<file path="config.mk">
export PLATFORM = sky130hd
export DESIGN_NAME = double_ended_queue_engine
export DESIGN_NICKNAME = d
export VERILOG_FILES = /design/src/sv/deq_pkg.sv /design/src/sv/deq_ram.sv /design/src/sv/double_ended_queue_engine.sv
export SDC_FILE = /design/constraint.sdc
export NUM_CORES = 1
export LEC_CHECK = 0
export BUFFER_PORTS_ARGS = -buffer_cell sky130_fd_sc_hd__buf_2
export CAP_MARGIN = 30
export CORE_MARGIN = 5
export CORE_UTILIZATION = 28
export CTS_BUF_LIST = sky130_fd_sc_hd__clkbuf_16
export DETAILED_ROUTE_END_ITERATION = 8
export PLACE_DENSITY = 0.44
export SKIP_CTS_REPAIR_TIMING = 1
export SYNTH_ARGS = -nofsm -noshare
export SYNTH_HDL_FRONTEND = slang
export SYNTH_SLANG_ARGS = --single-unit
</file>
<file path="constraint.sdc">
create_clock -name clk_i -period 3.79 [get_ports clk_i]
set_input_delay 0 -clock clk_i [delete_from_list [all_inputs] [get_ports clk_i]]
set_output_delay 0 -clock clk_i [all_outputs]
set_load 0.05 [all_outputs]
</file>
<file path="src/sv/deq_pkg.sv">
// Deque engine package: sizes, request and status codes, RAM request struct
// and the circular slot helper. No dependencies.
`timescale 1ns / 1ps

package deq_pkg;

  localparam int unsigned DEPTH      = 16;
  localparam int unsigned DATA_WIDTH = 32;

  localparam int unsigned IDX_W = $clog2(DEPTH);
  localparam int unsigned CNT_W = $clog2(DEPTH + 1);

  localparam int unsigned FUNC_W   = 3;
  localparam int unsigned VALUE_W  = 32;
  localparam int unsigned POS_W    = 5;
  localparam int unsigned DOUT_W   = 32;
  localparam int unsigned STATUS_W = 2;
  localparam int unsigned OCC_W    = 5;
  localparam int unsigned MATCH_W  = 5;

  // wide enough for head + offset and for position/count compares
  localparam int unsigned CMP_W = ((CNT_W > POS_W) ? CNT_W : POS_W) + 2;

  localparam logic [FUNC_W-1:0] FN_PUSH_TAIL = 3'd0;
  localparam logic [FUNC_W-1:0] FN_PUSH_HEAD = 3'd1;
  localparam logic [FUNC_W-1:0] FN_POP_HEAD  = 3'd2;
  localparam logic [FUNC_W-1:0] FN_POP_TAIL  = 3'd3;
  localparam logic [FUNC_W-1:0] FN_DELETE    = 3'd4;
  localparam logic [FUNC_W-1:0] FN_READ      = 3'd5;
  localparam logic [FUNC_W-1:0] FN_COUNT     = 3'd6;
  localparam logic [FUNC_W-1:0] FN_CLEAR     = 3'd7;

  localparam logic [STATUS_W-1:0] ST_OK     = 2'd0;
  localparam logic [STATUS_W-1:0] ST_EMPTY  = 2'd1;
  localparam logic [STATUS_W-1:0] ST_FULL   = 2'd2;
  localparam logic [STATUS_W-1:0] ST_BADPOS = 2'd3;

  typedef struct packed {
    logic                  we;
    logic [IDX_W-1:0]      waddr;
    logic [DATA_WIDTH-1:0] wdata;
    logic                  re;
    logic [IDX_W-1:0]      raddr;
  } ram_req_t;

  // physical slot of logical offset from the head, offset below 2*DEPTH - head
  function automatic logic [IDX_W-1:0] slot_of(input logic [IDX_W-1:0] head,
                                               input logic [CMP_W-1:0] off);
    logic [CMP_W-1:0] sum;
    sum = CMP_W'(head) + off;
    if (sum >= CMP_W'(DEPTH)) begin
      sum = sum - CMP_W'(DEPTH);
    end
    return sum[IDX_W-1:0];
  endfunction

endpackage

</file>
<file path="src/sv/deq_ram.sv">
// Entry store of the deque: one write port, one read port, registered read.
// Depends on deq_pkg.
`timescale 1ns / 1ps

module deq_ram (
  input  logic                                clk_i,
  input  deq_pkg::ram_req_t                   req_i,
  output logic [deq_pkg::DATA_WIDTH-1:0]      rdata_o
);
  import deq_pkg::*;

  logic [DATA_WIDTH-1:0] mem [DEPTH];
  logic [DATA_WIDTH-1:0] rdata_q;

  always_ff @(posedge clk_i) begin
    if (req_i.we) begin
      mem[req_i.waddr] <= req_i.wdata;
    end
    if (req_i.re) begin
      rdata_q <= mem[req_i.raddr];
    end
  end

  assign rdata_o = rdata_q;

endmodule

</file>
<file path="src/sv/double_ended_queue_engine.sv">
// Deque engine top level: request sequencer, head/count state, output register.
// Depends on deq_pkg and deq_ram.
//
//   channel | direction | handshake               | payload
//   --------+-----------+-------------------------+----------------------------------------
//   request | in        | in_valid_i / in_ready_o | func_i, value_i, position_i
//   result  | out       | out_valid_o/out_ready_i | data_out_o, status_o, occupancy_o,
//           |           |                         | match_count_o
//
// One request at a time; in_ready_o is high only while the sequencer is idle.
// Push, clear and failing requests go from idle straight to S_RES; pop and read pass S_LOAD.
// Delete at position p passes S_DEL, then S_SHIFT moves each later entry, one per cycle
// through the single store port pair. Count walks S_CNT, one compare per cycle.
// Reset (rst_ni low, asynchronous) empties the deque; store contents are not cleared.
// A stalled result holds; the next request is taken while it waits.
`timescale 1ns / 1ps

module double_ended_queue_engine (
  input  logic                              clk_i,
  input  logic                              rst_ni,
  input  logic                              in_valid_i,
  output logic                              in_ready_o,
  input  logic [deq_pkg::FUNC_W-1:0]        func_i,
  input  logic [deq_pkg::VALUE_W-1:0]       value_i,
  input  logic [deq_pkg::POS_W-1:0]         position_i,
  output logic                              out_valid_o,
  input  logic                              out_ready_i,
  output logic [deq_pkg::DOUT_W-1:0]        data_out_o,
  output logic [deq_pkg::STATUS_W-1:0]      status_o,
  output logic [deq_pkg::OCC_W-1:0]         occupancy_o,
  output logic [deq_pkg::MATCH_W-1:0]       match_count_o
);
  import deq_pkg::*;

  localparam logic [2:0] S_IDLE  = 3'd0;
  localparam logic [2:0] S_LOAD  = 3'd1;
  localparam logic [2:0] S_DEL   = 3'd2;
  localparam logic [2:0] S_SHIFT = 3'd3;
  localparam logic [2:0] S_CNT   = 3'd4;
  localparam logic [2:0] S_RES   = 3'd5;

  logic [2:0]            state_q, state_d;
  logic [IDX_W-1:0]      head_q, head_d;
  logic [CNT_W-1:0]      count_q, count_d;
  logic [CNT_W-1:0]      idx_q, idx_d;
  logic [CNT_W-1:0]      match_q, match_d;
  logic [DOUT_W-1:0]     data_q, data_d;
  logic [STATUS_W-1:0]   status_q, status_d;
  logic [DATA_WIDTH-1:0] value_q, value_d;

  logic                  ov_q, ov_d;
  logic [DOUT_W-1:0]     odata_q, odata_d;
  logic [STATUS_W-1:0]   ostatus_q, ostatus_d;
  logic [OCC_W-1:0]      oocc_q, oocc_d;
  logic [MATCH_W-1:0]    omatch_q, omatch_d;

  ram_req_t              req;
  logic [DATA_WIDTH-1:0] rdata;
  logic [CMP_W-1:0]      pos_w, cnt_w, idx_w;
  logic                  accept;

  deq_ram u_ram (
    .clk_i   (clk_i),
    .req_i   (req),
    .rdata_o (rdata)
  );

  assign accept = in_valid_i && (state_q == S_IDLE);
  assign pos_w  = CMP_W'(position_i);
  assign cnt_w  = CMP_W'(count_q);
  assign idx_w  = CMP_W'(idx_q);

  always_comb begin
    state_d   = state_q;
    head_d    = head_q;
    count_d   = count_q;
    idx_d     = idx_q;
    match_d   = match_q;
    data_d    = data_q;
    status_d  = status_q;
    value_d   = value_q;
    ov_d      = ov_q;
    odata_d   = odata_q;
    ostatus_d = ostatus_q;
    oocc_d    = oocc_q;
    omatch_d  = omatch_q;
    req       = '0;

    if (out_ready_i) begin
      ov_d = 1'b0;
    end

    case (state_q)
      S_IDLE: begin
        if (accept) begin
          value_d  = DATA_WIDTH'(value_i);
          data_d   = '0;
          status_d = ST_OK;
          match_d  = '0;
          state_d  = S_RES;
          case (func_i)
            FN_PUSH_TAIL: begin
              if (cnt_w == CMP_W'(DEPTH)) begin
                status_d = ST_FULL;
              end else begin
                req.we    = 1'b1;
                req.waddr = slot_of(head_q, cnt_w);
                req.wdata = DATA_WIDTH'(value_i);
                count_d   = count_q + 1'b1;
              end
            end
            FN_PUSH_HEAD: begin
              if (cnt_w == CMP_W'(DEPTH)) begin
                status_d = ST_FULL;
              end else begin
                req.we    = 1'b1;
                req.waddr = slot_of(head_q, CMP_W'(DEPTH - 1));
                req.wdata = DATA_WIDTH'(value_i);
                head_d    = slot_of(head_q, CMP_W'(DEPTH - 1));
                count_d   = count_q + 1'b1;
              end
            end
            FN_POP_HEAD: begin
              if (count_q == '0) begin
                status_d = ST_EMPTY;
              end else begin
                req.re    = 1'b1;
                req.raddr = head_q;
                head_d    = slot_of(head_q, CMP_W'(1));
                count_d   = count_q - 1'b1;
                state_d   = S_LOAD;
              end
            end
            FN_POP_TAIL: begin
              if (count_q == '0) begin
                status_d = ST_EMPTY;
              end else begin
                req.re    = 1'b1;
                req.raddr = slot_of(head_q, cnt_w - CMP_W'(1));
                count_d   = count_q - 1'b1;
                state_d   = S_LOAD;
              end
            end
            FN_DELETE: begin
              if (count_q == '0) begin
                status_d = ST_EMPTY;
              end else if (pos_w == '0 || pos_w > cnt_w) begin
                status_d = ST_BADPOS;
              end else begin
                req.re    = 1'b1;
                req.raddr = slot_of(head_q, pos_w - CMP_W'(1));
                idx_d     = CNT_W'(pos_w - CMP_W'(1));
                state_d   = S_DEL;
              end
            end
            FN_READ: begin
              if (pos_w >= cnt_w) begin
                status_d = ST_BADPOS;
              end else begin
                req.re    = 1'b1;
                req.raddr = slot_of(head_q, pos_w);
                state_d   = S_LOAD;
              end
            end
            FN_COUNT: begin
              if (count_q != '0) begin
                req.re    = 1'b1;
                req.raddr = head_q;
                idx_d     = '0;
                state_d   = S_CNT;
              end
            end
            FN_CLEAR: begin
              head_d  = '0;
              count_d = '0;
            end
            default: begin
              state_d = S_RES;
            end
          endcase
        end
      end
      S_LOAD: begin
        data_d  = DOUT_W'(rdata);
        state_d = S_RES;
      end
      S_DEL: begin
        data_d = DOUT_W'(rdata);
        if (idx_w + CMP_W'(1) < cnt_w) begin
          req.re    = 1'b1;
          req.raddr = slot_of(head_q, idx_w + CMP_W'(1));
          state_d   = S_SHIFT;
        end else begin
          count_d = count_q - 1'b1;
          state_d = S_RES;
        end
      end
      S_SHIFT: begin
        // write back the entry fetched last cycle, fetch the one after
        req.we    = 1'b1;
        req.waddr = slot_of(head_q, idx_w);
        req.wdata = rdata;
        idx_d     = idx_q + 1'b1;
        if (idx_w + CMP_W'(2) < cnt_w) begin
          req.re    = 1'b1;
          req.raddr = slot_of(head_q, idx_w + CMP_W'(2));
        end else begin
          count_d = count_q - 1'b1;
          state_d = S_RES;
        end
      end
      S_CNT: begin
        if (rdata == value_q) begin
          match_d = match_q + 1'b1;
        end
        if (idx_w + CMP_W'(1) < cnt_w) begin
          req.re    = 1'b1;
          req.raddr = slot_of(head_q, idx_w + CMP_W'(1));
          idx_d     = idx_q + 1'b1;
        end else begin
          state_d = S_RES;
        end
      end
      S_RES: begin
        if (!ov_q || out_ready_i) begin
          ov_d      = 1'b1;
          odata_d   = data_q;
          ostatus_d = status_q;
          oocc_d    = OCC_W'(count_q);
          omatch_d  = MATCH_W'(match_q);
          state_d   = S_IDLE;
        end
      end
      default: begin
        state_d = S_IDLE;
      end
    endcase
  end

  always_ff @(posedge clk_i or negedge rst_ni) begin
    if (!rst_ni) begin
      state_q <= S_IDLE;
      head_q  <= '0;
      count_q <= '0;
      idx_q   <= '0;
      ov_q    <= 1'b0;
    end else begin
      state_q <= state_d;
      head_q  <= head_d;
      count_q <= count_d;
      idx_q   <= idx_d;
      ov_q    <= ov_d;
    end
  end

  always_ff @(posedge clk_i) begin
    match_q   <= match_d;
    data_q    <= data_d;
    status_q  <= status_d;
    value_q   <= value_d;
    odata_q   <= odata_d;
    ostatus_q <= ostatus_d;
    oocc_q    <= oocc_d;
    omatch_q  <= omatch_d;
  end

  assign in_ready_o    = (state_q == S_IDLE);
  assign out_valid_o   = ov_q;
  assign data_out_o    = odata_q;
  assign status_o      = ostatus_q;
  assign occupancy_o   = oocc_q;
  assign match_count_o = omatch_q;

endmodule
</file>
==> results.sh <==
export IMPL_drt_first_pass_iters=5
export IMPL_min_path_type="input port to flop"
export IMPL_regArea_mm2=0.0202
export IMPL_die_x_um=330
export IMPL_dpl_hpwl_mm=54.2
export IMPL_async_flop_share_pct=2.66
export IMPL_vias=18700
export IMPL_die_area_mm2=0.109
export IMPL_cts_tree="done"
export IMPL_cts_made_buffers=75
export IMPL_place_congestion=0.839
export IMPL_nFillCells=9760
export IMPL_wl_per_cell_um=23.2
export IMPL_worstPathRequired_ns=4.16
export IMPL_antenna_left=0
export IMPL_htree_levels=3
export IMPL_holdPathEnd="value_q[13]$_DFFE_PP_"
export IMPL_criticalPathCategory="flop to flop"
export IMPL_area_delta_synth_final_pct=25.4
export IMPL_antenna_found_initial=1
export IMPL_worst_path_buf_inv=4
export IMPL_regToRegEndpoint="u_ram.rdata_o[0]$_DFFE_PP_"
export IMPL_crit_start="idx_q[1]$_DFFE_PN0P_"
export IMPL_synthCells=2036
export IMPL_ys_seq_elements=677
export IMPL_ys_warnings_count=0
export IMPL_min_path_cells=2
export IMPL_crit_arrival_ns=4.20
export IMPL_core_area_mm2=0.102
export IMPL_stdcell_count=3733
export IMPL_cts_sinks=677
export IMPL_end_kind="flop"
export IMPL_r2r_start="idx_q[1]$_DFFE_PN0P_"
export IMPL_drive_above_1_share_pct=20.6
export IMPL_final_area_mm2=0.0359
export IMPL_grt_max_degree=76
export IMPL_max_freq_mhz=261
export IMPL_fp_row_count=117
export IMPL_vias_per_cell=5.00
export IMPL_drc=0
export IMPL_yosys_cell_types_count=69
export IMPL_cp_max_fo=7
export IMPL_min_period_ns=3.84
export IMPL_setup_ws_ns=-0.0453
export IMPL_path_clk_slew_ns=0.06
export IMPL_period_share_pct=101
export IMPL_placed_cells=3533
export IMPL_reg2reg_slack_ns=-0.05
export IMPL_ys_seq_area_share_pct=70.7
export IMPL_grtUsageMet1_pct=22.0
export IMPL_grt_ovfl_total=0
export IMPL_leakagePower_uw=0.0131
export IMPL_slew_viol_final=0
export IMPL_cp_slowest_cell="or4_4"
export IMPL_synthesis_nets=2129
export IMPL_tightest_slew_ns=0.887
export IMPL_netlist_area_mm2=0.0286
export IMPL_total_power_uw=26100
export IMPL_rsz0062_at_grt="true"
export IMPL_grt_pass1_vias=18500
export IMPL_clock_root_buffer="clkbuf_16"
export IMPL_grt_usage_pct=15.2
export IMPL_r2r_cells=14
export IMPL_grt_busiest_layer="met2"
export IMPL_drt_total_wl_mm=86.5
export IMPL_postSynthAreaPerCell_um2=14.1
export IMPL_peakVddDrop_mv=0.391
export IMPL_synth_flop_cell="edfxtp_1"
export IMPL_start_util_pct=28.2
export IMPL_cpPeakStageDelay_ns=0.55
export IMPL_drt_iter0_drc=1545
export IMPL_final_core_util_pct=35.3
export IMPL_finalSetupViolCount=20
export IMPL_placedInstanceArea_mm2=0.0323
export IMPL_drv_cap=0
export IMPL_status="finished, violations left"
export IMPL_violations="negative setup slack"
export IMPL_port_buffers=89
export IMPL_die_h_um=330
export IMPL_hold_violations=0
export IMPL_clock_latency_ns=0.64
export IMPL_power_density_mw_per_mm2=726
export IMPL_num_antenna_cells=0
export IMPL_grtUsageMet2_pct=24.1
export IMPL_io_pins=90
export IMPL_clockBufferDepth=3
export IMPL_crit_path_cell_trace="buf_6 -> ha_4 -> buf_4 -> xor2_4 -> ha_1 -> a31oi_2 -> a22o_1 -> a311o_2 -> o211ai_4 -> buf_12 -> clkbuf_16 -> a21oi_1 -> or4_4 -> or3_1"
export IMPL_worstHoldStart="value_i[13]"
export IMPL_slew_headroom_pct=40.9
export IMPL_cp_top_family="compound AO/OA/AOI/OAI gates"
export IMPL_fin_nets=2398
export IMPL_grt_pass1_wl_mm=124
export IMPL_start_kind="flop"
export IMPL_grt_use_met3_pct=2.32
export IMPL_synth_edf_count=659
export IMPL_multi_input_area_mm2=0.00825
export IMPL_clock_skew_ns=0.0263
-- cells in the final DEF (no fill, tap or decap), drive strengths merged, types with 9 or more instances in the layout --
cell	synthesis	layout
a21o	11	11
or4	34	34
and2	34	34
xnor2	26	26
or3	34	34
xor2	37	37
nand3	146	146
o21ai	155	155
a31oi	10	10
dlygate4sd3	0	43
ha	42	42
inv	26	42
and3	38	38
a211oi	34	34
clkbuf	97	83
a21oi	168	168
bufinv	0	10
a311oi	32	32
a22o	36	36
edfxtp	659	659
clkinv	0	31
nand2b	13	13
mux2i	69	69
buf	38	277
dfrtp	18	18
nor3	9	9
o22ai	39	39
nand2	110	110
nor2	40	40
-- synth_stat cells, types with 6 or more instances --
master,n,area share (%)
xnor2_1,26,0.79
o21ai_0,152,2.7
clkbuf_1,96,1.3
and2_1,34,0.74
a21oi_1,168,2.9
a211oi_1,34,0.89
o22ai_1,39,0.85
a22oi_1,7,0.18
and3_1,37,0.81
a21o_1,11,0.29
xor2_1,37,1.1
nand3_1,145,2.5
dfrtp_1,18,1.6
a311oi_1,32,0.98
nor2b_1,6,0.13
or3_1,34,0.74
edfxtp_1,659,69
nor2_1,40,0.52
nand2b_1,13,0.28
mux2i_1,69,2.4
or4_1,34,0.89
a31oi_1,10,0.22
ha_1,42,1.8
a22o_1,36,1.1
buf_1,13,0.17
nand2_1,109,1.4
buf_2,22,0.38
nor3_1,7,0.12
nor4_1,8,0.17
inv_1,26,0.34
fa_1,7,0.49
-- worst register-to-register path, stage by stage (launching register included) --
cell       delay (ns)
dfrtp_1          0.42
buf_6            0.15
ha_4             0.15
buf_4            0.15
xor2_4           0.15
ha_1             0.29
a31oi_2          0.14
a22o_1           0.24
a311o_2          0.46
o211ai_4         0.11
buf_12           0.17
clkbuf_16        0.19
a21oi_1          0.05
or4_4            0.55
or3_1            0.37
-- logic make-up (layout without fill, tap and decap cells) --
kind of cell    Yosys count  in the layout  share of synthesized area [%]
buf+inv                 161            490                           2.29
compound gates          526            526                           11.2
simple gates            488            488                           9.04
fa+ha+maj                49             49                           2.32
flops                   677            677                           70.7
mux                      71             71                           2.49
xor+xnor                 64             64                           2.00
-- layout make-up --
cell class | instances | area share [%]
flip-flops and latches | 677 | 56.3
multi-input cells | 1198 | 23.0
repair buffers | 327 | 8.66
clock buffers | 76 | 5.29
well taps | 1368 | 4.76
clock inverters | 61 | 1.69
inverters | 26 | 0.272
-- worst max-delay path by stage --
stage	end	slack (ns)	cells after the start
after global placement	u_ram.rdata_o[13]$_DFFE_PP_	-0.18	14
after detailed placement	u_ram.rdata_o[13]$_DFFE_PP_	-0.18	14
final	u_ram.rdata_o[0]$_DFFE_PP_	-0.05	14
after global routing	u_ram.rdata_o[29]$_DFFE_PP_	-0.16	14
after floorplan	u_ram.mem[12][0]$_DFFE_PP_	-0.30	9
after CTS	u_ram.rdata_o[7]$_DFFE_PP_	-0.18	14
-- per-layer routing --
| layer | wire [um] | share of wire [%] |
|---|---|---|
| met3 | 4910 | 5.7 |
| met5 | 0 | 0 |
| met4 | 1730 | 2.0 |
| met2 | 40000 | 46 |
| met1 | 39800 | 46 |
-- metrics by stage --
step | setup WS (ns) | setup TNS [ns] | hold WS, ns
global route | -0.165 | -4.06 | 0.0580
floorplan | -0.302 | -76.52 | -0.296
global placement | -0.185 | -4.12 | 0.00689
detailed placement | -0.175 | -4.21 | 0.0292
finish | -0.0453 | -0.421 | 0.0972
CTS | -0.181 | -4.57 | -0.643
-- state kept, by name (all words and copies together), names as in the netlist, 2 cells and up --
signal and flops:
occupancy_o 5, match_q 5, data_out_o 32, head_q 4
u_ram.rdata_o 32, state_q 3, value_q 32, u_ram.mem 512
status_o 2, match_count_o 5, status_q 2, count_q 5
idx_q 5, data_q 32
-- power breakdown --
group / internal (uW) / switching (uW) / total, uW
Sequential: 9240 / 533 / 9770
Clock: 4360 / 3050 / 7400
Combinational: 3520 / 5380 / 8890
Power figures use the tool's default switching activity.
